## src/hdl/sda_pkg.sv

```systemverilog
// Shared constants, types and state encoding for the signed decimal adder.
`default_nettype none

package sda_pkg;

   localparam int MAX_DIGITS = 1024;
   localparam int DIGIT_W    = 4;
   localparam int DIG_AW     = (MAX_DIGITS > 1) ? $clog2(MAX_DIGITS) : 1;
   localparam int LEN_W      = $clog2(MAX_DIGITS + 1);
   localparam int SUM_DEPTH  = MAX_DIGITS + 1;
   localparam int RADIX      = 10;

   localparam logic [DIGIT_W-1:0] DIGIT_ZERO = DIGIT_W'(0);
   localparam logic [DIGIT_W-1:0] DIGIT_ONE  = DIGIT_W'(1);
   localparam logic [DIGIT_W-1:0] DIGIT_MAX  = DIGIT_W'(RADIX - 1);

   localparam logic [1:0] OP_LOAD_A = 2'd0;
   localparam logic [1:0] OP_LOAD_B = 2'd1;
   localparam logic [1:0] OP_READ   = 2'd2;

   typedef enum logic [3:0] {
      S_IDLE,
      S_CMP_RD,
      S_CMP_EX,
      S_ALU_RD,
      S_ALU_EX,
      S_CARRY,
      S_FIN,
      S_RD_ADDR,
      S_RD_DATA
   } state_type;

   typedef struct packed {
      logic [DIGIT_W-1:0] digit;
      logic               cout;
      logic               gt;
      logic               lt;
   } alu_res_type;

endpackage

`default_nettype wire

```

## src/hdl/sda_digit_alu.sv

```systemverilog
// Shared decimal digit unit: add with carry, subtract with borrow, and compare.
`default_nettype none

module sda_digit_alu (
   input  wire logic [sda_pkg::DIGIT_W-1:0] x,
   input  wire logic [sda_pkg::DIGIT_W-1:0] y,
   input  wire logic                        cin,
   input  wire logic                        sub,
   output sda_pkg::alu_res_type             res
);

   import sda_pkg::*;

   logic [DIGIT_W:0] sum;
   logic [DIGIT_W:0] ysub;
   logic [DIGIT_W:0] xw;

   always_comb begin
      xw   = {1'b0, x};
      sum  = xw + {1'b0, y} + {{DIGIT_W{1'b0}}, cin};
      ysub = {1'b0, y} + {{DIGIT_W{1'b0}}, cin};
      res.gt = (x > y);
      res.lt = (x < y);
      if (sub) begin
         if (xw >= ysub) begin
            res.digit = DIGIT_W'(xw - ysub);
            res.cout  = 1'b0;
         end else begin
            res.digit = DIGIT_W'(xw + (DIGIT_W + 1)'(RADIX) - ysub);
            res.cout  = 1'b1;
         end
      end else begin
         if (sum >= (DIGIT_W + 1)'(RADIX)) begin
            res.digit = DIGIT_W'(sum - (DIGIT_W + 1)'(RADIX));
            res.cout  = 1'b1;
         end else begin
            res.digit = DIGIT_W'(sum);
            res.cout  = 1'b0;
         end
      end
   end

endmodule

`default_nettype wire

```

## config.mk

```make
export PLATFORM = sky130hd
export DESIGN_NAME = sda_digit_alu
export DESIGN_NICKNAME = d
export VERILOG_FILES = /design/src/hdl/sda_pkg.sv /design/src/hdl/sda_digit_alu.sv
export SDC_FILE = /design/constraint.sdc
export NUM_CORES = 1
export LEC_CHECK = 0
export BUFFER_PORTS_ARGS = -buffer_cell sky130_fd_sc_hd__clkbuf_2
export CORE_AREA = 8 8 45 47
export DETAILED_ROUTE_END_ITERATION = 12
export DIE_AREA = 0 0 53 55
export PLACE_DENSITY_LB_ADDON = 0.3
export SETUP_SLACK_MARGIN = 0.15
export SLEW_MARGIN = 0
export SYNTH_ARGS = -nofsm -noshare
export SYNTH_HDL_FRONTEND = slang
export SYNTH_SLANG_ARGS = --single-unit
```

## constraint.sdc

```tcl
create_clock -name vclk -period 3
set_clock_uncertainty 0.2 [all_clocks]
set_input_delay 0.15 -clock vclk [all_inputs]
set_output_delay 0.15 -clock vclk [all_outputs]
set_load 0.005 [all_outputs]
```

Yosys cells after proc, flatten, opt, wreduce, memory -nomap -nowiden
Cells that the tools add are included.
Operators by class
  reduce and logical (&&, ||, !) cells: 0
  multipliers: 0
  bitwise logic cells: 0
  equal/unequal tests: 0
  mux-type cells: 3
  divide/modulo/power cells: 0
  shift-type cells: 0
  $add $sub $neg: 7
  $lt $le $gt $ge: 4
Operator list (number)
  5-bit two-way mux: 3
  4-bit subtractor: 2
  4-bit by 1-bit adder with 5-bit output: 1
  4-bit by 4-bit adder with 5-bit output: 1
  5-bit by 1-bit adder with 5-bit output: 1
  4-bit by 5-bit greater-or-equal comparator with 1-bit output: 1
  5-bit by 4-bit greater-or-equal comparator with 1-bit output, second input constant: 1
  4-bit adder, second input constant: 1
  4-bit > comparator: 1
  4-bit less-than comparator: 1
  4-bit subtractor, second input constant: 1
Word-level totals
  memory bits (read-only): 0
  bits in latches: 0
  bits in writable memories: 0
  memories: 0
  register bits: 0
  logic and storage cells: 14
  bits of input ports: 10
  output and inout port bits: 7

Logic depth before layout (Yosys ltp)
  depth after elaboration: 5
  depth in mapped cells: 11
  gate-level depth less buffers: 11

Worst setup path after synthesis
Ideal clock, no wire load.
  path type: input to output
  start: input port y[0] in the netlist's numbering
  end: output port res[5] in the netlist's numbering
  data required time: 2650 ps
  slack: 158 ps
  data arrival time: 2492 ps
  path buffers: 0
  stages on the path: 10
  path through: inv_1 -> fa_1 -> fa_1 -> xnor2_1 -> ha_1 -> inv_1 -> a221o_2 -> a31oi_4 -> mux2_1 -> mux2i_1
RTL lines
  start: declaration: RTL line sda_digit_alu.sv:6  | input wire logic [sda_pkg::DIGIT_W-1:0] y,
  end: declaration: RTL line sda_digit_alu.sv:9  | output sda_pkg::alu_res_type res

==> flow_metrics.tcl <==
set metrics [dict create \
    whs_endpoint "res[6]" \
    grt_start_max_net_pins 8 \
    fin_crit_ns 2.86 \
    synth-compound-area-share 0.226 \
    cts_hold_buffers 0 \
    seq_cell_count 0 \
    die_w_um 53 \
    path_class "input pin to primary output" \
    fp.dieH_um 55 \
    pre_cts_slack_ns -0.0638 \
    fmax_mhz 349 \
    place_congestion 0.801 \
    fin_nets 141 \
    synthMuxAreaShare 0.0735 \
    ant_nets 0 \
    post-route-period-util 0.954 \
    vias 646 \
    io_buffer_count 17 \
    crit_fanout 2 \
    outcome "completed" \
    ioPinCount 17 \
    ys_seq_area_frac 0 \
    cp_top_family "adder cells" \
    syn_inst 82 \
    most-common-layout-cells "12 x ha_1, 12 x clkbuf_2, 11 x buf_4" \
    crit_path_end_kind "primary output" \
    drtPass1Iterations 2 \
    slew_headroom 0.737 \
    stdcell_count 125 \
    coreArea_um2 1380 \
    slew_violations 0 \
    worst_ep_required_time_ns 2.65 \
    post_drt_wl_per_cell_um 13.3 \
    overflow 0 \
    power_density_nw_per_um2 285 \
    synth_top_area_frac 0.287 \
    max_cap_viol_count 0 \
    antennaDiodeCount 0 \
    via_per_inst 5.17 \
    max_stage_delay_ns 0.40 \
    power_leakage_nw 0.465 \
    dieArea_um2 2920 \
    crit_top_cell "fa_2" \
    grt_pass1_wl_um 2730 \
    n_clock_buffer 0 \
    hpwl_um 1390 \
    drc 0 \
    synth_area_leader_cell "ha_1" \
    final-setup-viol-count 0 \
    holdCritPathClass "input pin to primary output" \
    yosys.area_share.simple 0.118 \
    cp.arrival_ns 2.51 \
    track_usage 0.115 \
    startpoint_type "input pin" \
    holdPathStages 3 \
    wl_um 1660 \
    cp_slowest_cell "fa_2" \
    yosys-top-cells-area "ha_1 29%, fa_1 11%, xnor2_1 10%" \
    ys_warn_count 0 \
    antenna_found_initial 0 \
    fp-row-count 14 \
    postLayoutCoreUtil 0.702 \
    synth.avg_cell_area_um2 8.51 \
    design_power_total_w 0.000277 \
    grt_pass1_vias 667 \
    cp_num_buf_inv 4 \
    rsz0062_at_grt "yes" \
    drive_gt1_frac 0.422 \
    area_growth_syn_to_layout_pct 39.1 \
    fin_ws_ns 0.138 \
    crit_chain "buf_8 > inv_4 > fa_2 > fa_2 > xnor2_4 > ha_4 > inv_2 > a221o_2 > a31oi_4 > mux2_4 > mux2i_1 > buf_2" \
    initial_core_util 0.505 \
    dp.cells 123 \
    synth_top_family_by_area "adder cells" \
    min-delay-start "sub" \
    yosys.area_share.xor_xnor 0.100 \
    vdd_drop_max_v 0.000138 \
    synthAdderAreaFrac 0.401 \
    layout.area.seq_um2 0 \
    synth_fp_nets 112 \
    finalHoldViolCount 0 \
    dr.first_iter.drc_count 2 \
    netlist_area_um2 698 \
    yosysUniqueCellTypes 29 \
    tightest_slew_ns 0.390 \
]
metrics by stage:
step,setup TNS [ns],hold WS (ns),instance area (um^2)
finish,0,0.448,971
global route,0,0.498,971
CTS,0,0.441,896
detailed placement,-0.0638,0.439,867
global placement,0,0.430,867
floorplan,0,0.263,698
final cells by class:
class | instances | area, um^2
tap | 16 | 20.0
inverter | 14 | 55.1
multi-input combinational | 67 | 712
timing repair buffer | 28 | 184
fill | 124 | 413
cells in the mapped netlist:
| cell type | number |
|---|---|
| mux2_1 | 1 |
| a21boi_0 | 1 |
| a211oi_1 | 1 |
| and3_1 | 1 |
| mux2i_1 | 4 |
| a21oi_1 | 3 |
| nand3_1 | 2 |
| nor2_1 | 1 |
| nor3_1 | 1 |
| xnor2_1 | 8 |
| a2bb2oi_1 | 1 |
| a41oi_1 | 2 |
| a31oi_4 | 1 |
| nor2b_1 | 4 |
| a221o_2 | 1 |
| o211ai_1 | 1 |
| o21ba_2 | 1 |
| inv_1 | 14 |
| nor3b_1 | 1 |
| ha_1 | 16 |
| nand2b_1 | 1 |
| buf_1 | 1 |
| nand2_1 | 2 |
| fa_1 | 4 |
| o21bai_2 | 1 |
| or4_4 | 1 |
| o21ai_0 | 5 |
| o31ai_1 | 1 |
| o21a_1 | 1 |
layer usage:
layer / vias up / wire [um] / global-route usage
met3: 0 / 81 / 0.00535
met4: 0 / 0 / 0
met2: 13 / 871 / 0.230
met5: - / 0 / 0
li1: 340 / - / -
met1: 293 / 708 / 0.137
report_power, final:
part	internal (W)	switching [W]	leakage (nW)
Sequential	0	0	0
Clock	0	0	0
Combinational	0.000152	0.000126	0.465
how the worst max path moves through the flow:
stage | startpoint | endpoint | cells after the start
6_report | y[0] | res[5] | 12
5_1_grt | y[0] | res[5] | 12
4_1_cts | cin | res[5] | 12
3_5_place_dp | y[0] | res[5] | 12
3_3_place_gp | y[0] | res[5] | 12
2_1_floorplan | y[0] | res[5] | 10
what timing repair did:
action	4_1_cts	5_1_grt
hold endpoints to repair	0	0
pin swaps	5	6
setup endpoints to repair	3	3
resized for setup	6	17
gates cloned	0	0
setup buffers	0	2
kinds of logic (layout without fill, tap and decap cells):
group,Yosys count,count (layout)
fa+ha+maj,20,20
compound gates,20,20
buf+inv,15,42
simple gates,14,14
xor+xnor,8,8
mux,5,5
(Power assumes the default switching activity.)
