`src/hdl/sda_ram.sv`:
```
// Generic single-write, single-read memory with a registered read port.
`default_nettype none

module sda_ram #(
   parameter int WIDTH = 4,
   parameter int DEPTH = 2,
   localparam int AW = (DEPTH > 1) ? $clog2(DEPTH) : 1
) (
   input  wire logic             clock,
   input  wire logic             wr_en,
   input  wire logic [AW-1:0]    wr_addr,
   input  wire logic [WIDTH-1:0] wr_data,
   input  wire logic [AW-1:0]    rd_addr,
   output logic      [WIDTH-1:0] rd_data
);

   logic [WIDTH-1:0] mem_ff [DEPTH];

   always_ff @(posedge clock) begin
      if (wr_en) begin
         mem_ff[wr_addr] <= wr_data;
      end
      rd_data <= mem_ff[rd_addr];
   end

endmodule

`default_nettype wire

```
`config.mk`:
```
export PLATFORM = sky130hd
export DESIGN_NAME = sda_ram
export DESIGN_NICKNAME = d
export VERILOG_FILES = /design/src/hdl/sda_ram.sv
export SDC_FILE = /design/constraint.sdc
export NUM_CORES = 1
export LEC_CHECK = 0
export BUFFER_PORTS_ARGS = -buffer_cell sky130_fd_sc_hd__buf_2
export CAP_MARGIN = 20
export CORE_AREA = 4 4 41 43
export DETAILED_ROUTE_END_ITERATION = 8
export DIE_AREA = 0 0 45 47
export GPL_ROUTABILITY_DRIVEN = 0
export PLACE_DENSITY = 0.5
export SETUP_SLACK_MARGIN = 0.2
export SLEW_MARGIN = 40
export SYNTH_ARGS = -nofsm -noshare
export SYNTH_HDL_FRONTEND = slang
export SYNTH_SLANG_ARGS = --single-unit
```
`constraint.sdc`:
```
create_clock -name clock -period 0.8 [get_ports clock]
set_input_delay 0.04 -clock clock [delete_from_list [all_inputs] [get_ports clock]]
set_output_delay 0.04 -clock clock [all_outputs]
set_load 0.02 [all_outputs]
```
# Word level (Yosys, flattened, before mapping)
# Memories as Yosys holds them, arrays and structs flattened. A register that Yosys moved wholly into a read port is not among the register bits.
# Cells that the tools add are included.
# totals
in_bits	8
out_inout_bits	4
regBits	0
ram_bits	8
mem_count	1
# op_classes
n_mux	2
# mem_list
name	depth	width	read_ports	rd_clocked_by_memory_dff	wr	line_no	text
mem_ff	2	4	1	1	1	17	logic [WIDTH-1:0] mem_ff [DEPTH];
# op_table
cell	n
$mux W1	2

# Logic depth before layout (Yosys ltp)
# Gate-level depths: netlist of run 1.
# depth
word_depth	2
ltp_mapped	1
mapped_depth_nobuf	1

# Worst setup path before layout of run 1
# OpenSTA, ideal clock, no wires.
# synth_timing
kind	register -> register
from	memory mem_ff[1][0]
to	register rd_data[0] (read register of mem_ff)
t_arrival_ns	0.577
setup_time_ns	0.121
setup_slack_ns	0.102
path_stages_with_launch	2
cell_sequence	edfxtp_1 mux2_2
# synth_rtl
item	line_no	text
from (decl)	17	
to (decl)	14	output logic [WIDTH-1:0] rd_data
# No word-level cell between the ends.

# Final worst setup path of run 1
# layout_timing
from	register rd_data[3] (read register of mem_ff)
to	output rd_data[3]
# No word-level cell between the ends.

==> results of run 1 <==
==> path summary, 6_finish.rpt <==
path,from,to,slack (ps),cells past startpoint
max,rd_data[3]$_DFF_P_,rd_data[3],50,1
min,wr_data[2],mem_ff[1][2]$_DFFE_PP_,-40,1
max reg2reg,mem_ff[1][2]$_DFFE_PP_,rd_data[2]$_DFF_P_,60,1
min reg2reg,mem_ff[1][1]$_DFFE_PP_,rd_data[1]$_DFF_P_,480,1
==> routing by layer <==
metal | vias up | wire [um] | track usage
li1 | 96 | - | -
met1 | 87 | 214 | 0.0618
met2 | 11 | 275 | 0.107
met3 | 2 | 55 | 0.0345
met4 | 0 | 15 | 0.0877
met5 | - | 0 | 0
==> state kept, by name, indices dropped and copies added (netlist names) <==
register and cells:
rd_data 4, mem_ff 8
==> metrics by stage <==
step / power [mW] / util / area, um^2
floorplan: 0.784 / - / 380
global placement: 0.826 / 0.349 / 454
detailed placement: 0.832 / 0.349 / 454
CTS: 1.24 / 0.395 / 514
global route: 1.29 / 0.404 / 526
finish: 1.23 / 0.404 / 526
==> area by class of cell <==
| type | count | area share |
|---|---|---|
| flip-flops and latches | 12 | 0.619 |
| multi-input cells | 6 | 0.143 |
| clock buffers | 3 | 0.0429 |
| clock inverters | 1 | 0.00714 |
| repair buffers | 11 | 0.152 |
| well taps | 15 | 0.0357 |
==> power by group <==
| group | leakage (nW) | internal, mW | total, mW | switching, mW |
|---|---|---|---|---|
| Combinational | 0.0905 | 0.0759 | 0.130 | 0.0540 |
| Sequential | 0.109 | 0.714 | 0.729 | 0.0151 |
| Clock | 0.0154 | 0.180 | 0.372 | 0.192 |
==> cell families (layout without fill, tap and decap cells) <==
family | after synthesis | in the layout | synth area share
AND/OR/NAND/NOR | 2 | 2 | 0.0331
buffers and inverters | 0 | 15 | 0
flip-flops | 12 | 12 | 0.848
multiplexers | 4 | 4 | 0.119
==> cell usage after synthesis, drive strengths merged <==
master  n
mux2    4
edfxtp  8
and2    1
dfxtp   4
nor2b   1
==> cells in the final DEF, fill, tap and decap left out <==
cell type	n
and2_1	1
buf_2	7
buf_6	4
clkbuf_4	3
clkinv_1	1
dfxtp_2	4
edfxtp_1	8
mux2_4	4
nor2b_2	1
==> what timing repair did <==
item | 4_1_cts | 5_1_grt
setup endpoints to repair | 8 | 8
hold endpoints to repair | 8 | 8
resized for setup | 13 | 3
==> results by group, run 1 <==
Outcome
  • Status: finished, violations left
  • Failing checks: negative hold slack

Synth
  • Part of the Yosys area used for sequential elements: 0.848
  • Syn Nets: 26
  • Synth Area per Inst: 21.0 um^2
  • Top post-synthesis cells by area: edfxtp_1 (64%), dfxtp_1 (21%), mux2_2 (12%)
  • Yosys reg bits: 12
  • Distinct cells, synth: 5
  • Synth warnings: 0
  • Area share of the largest cell type after synthesis: 0.636
  • Synth area leader: edfxtp_1
  • Mapped Area: about 380 um^2
  • Post-Synthesis Cells: 18

Finish
  • Area growth syn-to-layout: 39.1%
  • Layout cells sized above 1: 0.697
  • Multi-input logic area: around 75 um^2
  • Sequential Area: 325 um^2
  • Diodes inserted: 0
  • Final non-filler cell total: between 40 and 50
  • # fillers: between 100 and 150
  • Nets: 42

Setup path
  • Critical path class: flip-flop to output port
  • WP data arrival: 710 ps
  • CP endpoint kind: output port
  • CP max stage cell: dfxtp_2
  • CP Cell Sequence: buf_6
  • Critical path's largest stage delay: 320 ps
  • Worst-path maximum fanout: 1
  • Cell family with most CP delay: flip-flops
  • Startpoint class of the critical path: flip-flop
  • WP buf/inv: 1
  • CP required: between 700 and 800 ps

Clock tree
  • Root buf cell: clkbuf_4
  • CTS tree: built
  • Inserted Clock Buffers: 3
  • CTS sink cnt: 12
  • Clock latency on the worst-skew pair: approximately 270 ps
  • Clock Pin Slew Worst Setup and Hold Paths: 70 ps
  • H-tree lvl count: 1
  • Max clock buf depth: 2
  • Setup Fix Bufs, Post-CTS: 0

Worst hold path
  • Worst min-delay path class: input port to flip-flop

Detailed routing
  • Vias: 196
  • Drt wl/cell: roughly 12 um
  • Via density: 4.08
  • WL final: between 500 and 600 um
  • DR pass1 iterations: 2
  • DRT antenna net count: 0
  • DRC violations left: 0
  • 1st-iter DRT viols: 3

STA
  • Final hold vios: 8
  • Final WS setup: around 49 ps
  • Fmax: approximately 1.3 GHz
  • Worst-Margin Slew: 228 ps
  • Final setup violation count: 0
  • Min Hold Slack: -40.0 ps
  • RSZ-0062 raised after global routing: yes
  • Crit share post-route: 0.939
  • Fin Setup TNS: 0 ps
  • Max Slew Vio Count: 0
  • Crit path time final: 751 ps
  • Max_slew headroom: 0.847
  • Clock skew: between 0.5 and 0.6 ps

Power
  • Leakage: 0.215 nW
  • Peak supply drop: approximately 0.00078 V
  • Ratio of total power to cell area: 2340 nW/um^2

Floorplan
  • Row count: 13
  • Die area: ~2100 um^2
  • Die Y: between 40 and 50 um
  • Die X: between 40 and 50 um
  • Initial cell density of the core: 0.290
  • Ports: 12
  • Total core area: around 1300 um^2

Placement
  • Placed Cells: 44
  • Pre-CTS setup slack: roughly 58 ps
  • Port Buffer Count: 11

Global route
  • Largest net degree at the start of global routing: 8
  • Initial antenna violation count: 0
  • Vias in the first global route: 234
  • Overflow after GRT: 0
  • Gr usage total: 0.0706
  • First-pass GRT wire length: about 930 um

Flow run
  • Max-cap violations: 0
(Power assumes the default switching activity.)
==> run 2, diff against run 1 <==
--- a/config.mk
+++ b/config.mk
@@ -5,12 +5,14 @@
 export SDC_FILE = /design/constraint.sdc
 export NUM_CORES = 1
 export LEC_CHECK = 0
-export BUFFER_PORTS_ARGS = -buffer_cell sky130_fd_sc_hd__buf_2
+export BUFFER_PORTS_ARGS = -buffer_cell sky130_fd_sc_hd__buf_4
 export CAP_MARGIN = 20
 export CORE_AREA = 4 4 41 43
 export DETAILED_ROUTE_END_ITERATION = 8
 export DIE_AREA = 0 0 45 47
 export GPL_ROUTABILITY_DRIVEN = 0
+export GPL_TIMING_DRIVEN = 0
+export HOLD_SLACK_MARGIN = 0.06
 export PLACE_DENSITY = 0.5
 export SETUP_SLACK_MARGIN = 0.2
 export SLEW_MARGIN = 40
==> run 2 against run 1 <==
  * The flow still finishes with violations (negative hold slack)
  * Clock power about the same
  * Non-clock buffer count unchanged
  * Die area unchanged
  * Sequential share of layout area decreased by 1.2 points
  * Setup slack improved by 0.63 ps
  * Wire length decreased by 9.8%
  * First-iteration DRC count decreased by 100%
  * Critical path type unchanged
  * Clock skew increased by 1.8 ps
  * Register-to-register slack about the same
  * Hold slack got worse by 8.4 ps
  * Sequential power about the same
==> results by group, run 2 (synthesis gave the netlist of run 1 again) <==
Outcome
  • Status: finished, violations left
  • Failing checks: negative hold slack

Clock tree
  • CTS sink cnt: 12 (unchanged)
  • Clock Pin Slew Worst Setup and Hold Paths: 70 ps (about the same)
  • Clock latency on the worst-skew pair: 270 ps (about the same)
  • CTS tree: built
  • H-tree lvl count: 1 (unchanged)
  • Root buf cell: clkbuf_4
  • Inserted Clock Buffers: 3 (unchanged)
  • Max clock buf depth: 2 (unchanged)
  • Setup Fix Bufs, Post-CTS: 0 (unchanged)

Placement
  • Port Buffer Count: 11 (unchanged)
  • Pre-CTS setup slack: 62.9 ps (+4.99 ps)
  • Placed Cells: 44 (unchanged)

Global route
  • Initial antenna violation count: 0 (unchanged)
  • First-pass GRT wire length: 834 um (-10%)
  • Overflow after GRT: 0 (unchanged)
  • Gr usage total: 0.0659 (-0.00471)
  • Vias in the first global route: 191 (-18%)
  • Largest net degree at the start of global routing: 8 (unchanged)

Finish
  • Biggest regs: mem_ff: 8 flops, rd_data: 4 flops
  • Largest register FFs: 8 (unchanged)
  • Nets: 42 (unchanged)
  • Diodes inserted: 0 (unchanged)
  • # fillers: 120 (-4.0%)
  • Layout cells sized above 1: 0.697 (unchanged)
  • Most frequent cells in the layout: edfxtp_1 (8), buf_4 (7), buf_6 (4), dfxtp_2 (4), clkbuf_4 (3)
  • Most common cell after layout, fill and taps aside: edfxtp_1
  • Final non-filler cell total: 48 (unchanged)
  • Area growth syn-to-layout: 41.7%
  • Biggest register: mem_ff

STA
  • Crit share post-route: 0.938 (about the same)
  • Crit path time final: 750 ps (-0.629 ps)
  • Max_slew headroom: 0.860 (+0.0125)
  • Fmax: 1.33 GHz (about the same)
  • Final WS setup: 49.7 ps (+0.629 ps)
  • Clock skew: 2.33 ps (+1.82 ps)
  • Worst-Margin Slew: 210 ps (-18.6 ps)
  • Fin Setup TNS: 0 ps (unchanged)
  • Max Slew Vio Count: 0 (unchanged)
  • Final hold vios: 8 (unchanged)
  • Final setup violation count: 0 (unchanged)
  • Min Hold Slack: -48.4 ps (-8.43 ps)
  • RSZ-0062 raised after global routing: yes

Power
  • Sequential share of power: 0.592 (about the same)
  • Comb power frac: 0.107 (about the same)
  • NetSw: 256 uW (-2.1%)
  • Ratio of total power to cell area: 2300 nW/um^2 (-2.0%)
  • Internal cell power: 975 uW (+0.45%)
  • Switching part of the total: 0.208 (-0.00425)
  • Peak supply drop: 0.00101 V (+30%)
  • Leakage: 0.212 nW (-1.2%)
  • Clock network power share: 0.301 (about the same)
  • Power after layout: 1.23 mW (about the same)

Detailed routing
  • Drt wl/cell: 10.5 um (-9.8%)
  • DRC violations left: 0 (unchanged)
  • Vias: 201 (+2.6%)
  • 1st-iter DRT viols: 0 (-3)
  • Via density: 4.19 (+2.6%)
  • WL final: 505 um (-9.8%)
  • DRT antenna net count: 0 (unchanged)
  • DR pass1 iterations: 1 (-1)

Worst hold path
  • Worst min-delay path class: input port to flip-flop

Setup path
  • CP endpoint kind: output port
  • WP data arrival: 710 ps (about the same)
  • Startpoint class of the critical path: flip-flop
  • Worst-path maximum fanout: 1 (unchanged)
  • Critical path's largest stage delay: 320 ps (about the same)
  • CP Cell Sequence: buf_6
  • Critical path class: flip-flop to output port
  • CP required: 760 ps (about the same)
  • WP buf/inv: 1 (unchanged)
  • CP max stage cell: dfxtp_2
  • Cell family with most CP delay: flip-flops

Floorplan
  • Die area: 2120 um^2 (unchanged)
  • Total core area: 1300 um^2 (unchanged)
  • Row count: 13 (unchanged)
  • Initial cell density of the core: 0.290 (unchanged)
  • Die Y: 47 um (unchanged)
  • Ports: 12 (unchanged)
  • Die X: 45 um (unchanged)

Flow run
  • Max-cap violations: 0 (unchanged)
-- run 2: final cells by class --
type / instances / area, um^2 / area share
Sequential cell: 12 / 325 / 0.607
Timing Repair Buffer: 11 / 97.6 / 0.182
Multi-Input combinational cell: 6 / 67.6 / 0.126
Clock buffer: 3 / 22.5 / 0.0421
Tap cell: 15 / 18.8 / 0.0350
Clock inverter: 1 / 3.75 / 0.00701
-- run 2: through the flow --
step	instance area, um^2	utilization
after floorplan	380	-
after global placement	482	0.370
after detailed placement	482	0.370
after CTS	532	0.409
after global routing	536	0.412
final	536	0.412
-- run 2: what timing repair did --
action	4_1_cts	5_1_grt
hold endpoints to repair	12	12
resized for setup	9	1
pin swaps	0	0
cloned	0	0
setup endpoints to repair	8	8
-- run 2: routing by layer --
metal | vias up | GRT usage | routed length [um]
met4 | 0 | 0.0702 | 24
met5 | - | 0 | 0
met3 | 3 | 0.0575 | 60
li1 | 96 | - | -
met1 | 90 | 0.0549 | 176
met2 | 12 | 0.0904 | 243
-- run 2: power groups by stage --
stage	registers, mW	logic [mW]	clock network [mW]
2_1_floorplan	0.757	0.0274	0
3_3_place_gp	0.733	0.114	0
3_5_place_dp	0.735	0.117	0
4_1_cts	0.728	0.131	0.393
5_1_grt	0.732	0.140	0.426
6_report	0.728	0.131	0.371
-- run 2: path summary, 6_finish.rpt --
path	start	to	slack, ps	cells past startpoint
setup / recovery	rd_data[2]$_DFF_P_	rd_data[2]	50	1
hold / removal	wr_data[1]	mem_ff[1][1]$_DFFE_PP_	-50	1
setup reg to reg	mem_ff[0][1]$_DFFE_PP_	rd_data[1]$_DFF_P_	60	1
hold reg to reg	mem_ff[0][0]$_DFFE_PP_	rd_data[0]$_DFF_P_	470	1
==> run 3, diff against run 2 <==
--- a/config.mk
+++ b/config.mk
@@ -8,6 +8,7 @@
 export BUFFER_PORTS_ARGS = -buffer_cell sky130_fd_sc_hd__buf_4
 export CAP_MARGIN = 20
 export CORE_AREA = 4 4 41 43
+export CTS_BUF_LIST = sky130_fd_sc_hd__clkbuf_8 sky130_fd_sc_hd__clkbuf_16
 export DETAILED_ROUTE_END_ITERATION = 8
 export DIE_AREA = 0 0 45 47
 export GPL_ROUTABILITY_DRIVEN = 0
==> run 3 against run 2 <==
  * The run still ends with negative hold slack left
  * Clock power up 47%
  * Hold slack better by 35 ps
  * Total power up 14%
  * Maximum frequency up 2.3%
  * Global-route usage down 0.16 points
  * Setup slack better by 17 ps
  * Via count down 1.0%
  * Combinational power about the same
  * Sequential power about the same
  * Critical path depth unchanged
  * Utilization up 1.2 points
  * Sequential share of layout area down 1.7 points
  * Critical endpoint is now rd_data[0]$_DFF_P_
==> results by group, run 3 (synthesis gave the netlist of run 1 again) <==
Clock tree
  • CTS tree: built
  • Root buf cell: clkbuf_8
  • Clock Pin Slew Worst Setup and Hold Paths: 50 ps (-20 ps)
  • CTS sink cnt: 12 (unchanged)
  • Setup Fix Bufs, Post-CTS: 0 (unchanged)
  • H-tree lvl count: 1 (unchanged)
  • Max clock buf depth: 2 (unchanged)
  • Inserted Clock Buffers: 3 (unchanged)
  • Clock latency on the worst-skew pair: 240 ps (-30 ps)

Global route
  • Vias in the first global route: 204 (+6.8%)
  • Overflow after GRT: 0 (unchanged)
  • Largest net degree at the start of global routing: 8 (unchanged)
  • First-pass GRT wire length: 841 um (+0.84%)
  • Initial antenna violation count: 0 (unchanged)
  • Gr usage total: 0.0643 (-0.00161)

Placement
  • Port Buffer Count: 11 (unchanged)
  • Pre-CTS setup slack: 62.9 ps (unchanged)
  • Placed Cells: 44 (unchanged)

STA
  • Crit path time final: 733 ps (-16.8 ps)
  • Final WS setup: 66.5 ps (+16.8 ps)
  • Final hold vios: 8 (unchanged)
  • RSZ-0062 raised after global routing: yes
  • Fmax: 1.36 GHz (+2.3%)
  • Max_slew headroom: 0.860 (about the same)
  • Final setup violation count: 0 (unchanged)
  • Crit share post-route: 0.917 (-0.0211)
  • Max Slew Vio Count: 0 (unchanged)
  • Clock skew: 1.74 ps (-0.588 ps)
  • Min Hold Slack: -13.4 ps (+35.0 ps)
  • Fin Setup TNS: 0 ps (unchanged)
  • Worst-Margin Slew: 209 ps (-0.521 ps)

Setup path
  • Startpoint class of the critical path: flip-flop
  • Reg2Reg Launch Point: mem_ff[1][0]$_DFFE_PP_
  • Cells on worst reg2reg path: 1 (unchanged)
  • Cell family with most CP delay: flip-flops
  • Capture point of the worst path: rd_data[0]$_DFF_P_
  • Crit path launch: mem_ff[1][0]$_DFFE_PP_
  • Levels on crit path: 1 (unchanged)
  • CP Cell Sequence: mux2_2
  • CP max stage cell: edfxtp_1
  • R2r setup slk: 70 ps (about the same)
  • CP endpoint kind: flip-flop
  • WP buf/inv: 0 (-1)
  • Critical path's largest stage delay: 360 ps (+40 ps)
  • Worst R2R End: rd_data[0]$_DFF_P_
  • WP data arrival: 860 ps (+150 ps)
  • CP required: 920 ps (+160 ps)
  • Worst-path maximum fanout: 1 (unchanged)
  • Critical path class: flip-flop to flip-flop

Outcome
  • Failing checks: negative hold slack
  • Status: finished, violations left

Floorplan
  • Die Y: 47 um (unchanged)
  • Die area: 2120 um^2 (unchanged)
  • Total core area: 1300 um^2 (unchanged)
  • Row count: 13 (unchanged)
  • Ports: 12 (unchanged)
  • Die X: 45 um (unchanged)
  • Initial cell density of the core: 0.290 (unchanged)

Worst hold path
  • Worst min-delay path class: input port to flip-flop
  • Hold Path Origin: wr_data[1]

Power
  • NetSw: 273 uW (+6.8%)
  • Peak supply drop: 0.00114 V (+13%)
  • Clock network power share: 0.388 (+0.087)
  • Leakage: 0.216 nW (+1.6%)
  • Internal cell power: 1.13 mW (+16%)
  • Ratio of total power to cell area: 2550 nW/um^2 (+11%)
  • Switching part of the total: 0.194 (-0.0133)
  • Sequential share of power: 0.520 (-0.072)
  • Comb power frac: 0.092 (-0.015)
  • Power after layout: 1.40 mW (+14%)

Detailed routing
  • Via density: 4.15 (-1.0%)
  • Drt wl/cell: 10.7 um (+1.8%)
  • Vias: 199 (-1.0%)
  • 1st-iter DRT viols: 1 (+1)
  • WL final: 514 um (+1.8%)
  • DR pass1 iterations: 2 (+1)
  • DRC violations left: 0 (unchanged)
  • DRT antenna net count: 0 (unchanged)

Finish
  • Layout cells sized above 1: 0.697 (unchanged)
  • Area growth syn-to-layout: 45.7%
  • Multi-input logic area: 63.8 um^2 (-5.6%)
  • Sequential Area: 325 um^2 (unchanged)
  • Biggest register: mem_ff
  • Most common cell after layout, fill and taps aside: edfxtp_1
  • Diodes inserted: 0 (unchanged)
  • Most frequent cells in the layout: edfxtp_1 (8), buf_4 (7), buf_6 (4), dfxtp_2 (4)
  • Largest register FFs: 8 (unchanged)
  • Final non-filler cell total: 48 (unchanged)
  • Nets: 42 (unchanged)
  • # fillers: 115 (-4.2%)
  • Biggest regs: mem_ff: 8 flops, rd_data: 4 flops

Flow run
  • Max-cap violations: 0 (unchanged)
run 3: cell counts in the layout (fill, tap and decap cells not counted):
No cell type changed its count.
run 3: metrics by stage:
step / util / cell area [um^2]
after floorplan: - / 380
after global placement: 0.370 / 482
after detailed placement: 0.370 / 482
after CTS: 0.418 / 544
after global routing: 0.423 / 551
final: 0.423 / 551
run 3: worst min-delay path by stage:
stage	endpoint	slack [ps]	depth (start not counted)
floorplan	mem_ff[0][0]$_DFFE_PP_	140	0
global placement	mem_ff[1][2]$_DFFE_PP_	230	1
detailed placement	mem_ff[1][0]$_DFFE_PP_	230	1
CTS	mem_ff[1][0]$_DFFE_PP_	-20	1
global route	mem_ff[1][1]$_DFFE_PP_	-20	1
finish	mem_ff[1][1]$_DFFE_PP_	-10	1
run 3: power by group through the flow:
stage / clock network [mW] / logic, mW / registers (mW)
final: 0.545 / 0.128 / 0.730
after global placement: 0 / 0.114 / 0.733
after detailed placement: 0 / 0.117 / 0.735
after global routing: 0.593 / 0.137 / 0.733
after floorplan: 0 / 0.0274 / 0.757
after CTS: 0.567 / 0.128 / 0.728
run 3: layout make-up:
cell class	count	area share
Sequential cell	12	0.591
Timing Repair Buffer	11	0.177
Multi-Input combinational cell	6	0.116
Clock buffer	3	0.0750
Tap cell	15	0.0341
Clock inverter	1	0.00682
run 3: layer usage:
layer  up-vias  GRT usage  routed length (um)
li1         95          -                   -
met1        89     0.0573                 185
met2        13     0.0904                 251
met3         2     0.0460                  62
met4         0     0.0702                  14
met5         -          0                   0
run 3: timing repair:
action | 4_1_cts | 5_1_grt
setup endpoints to repair | 8 | 8
cloned | 0 | 0
pin swaps | 0 | 0
gates resized for setup | 6 | 3
endpoints found under the hold margin | 8 | 8
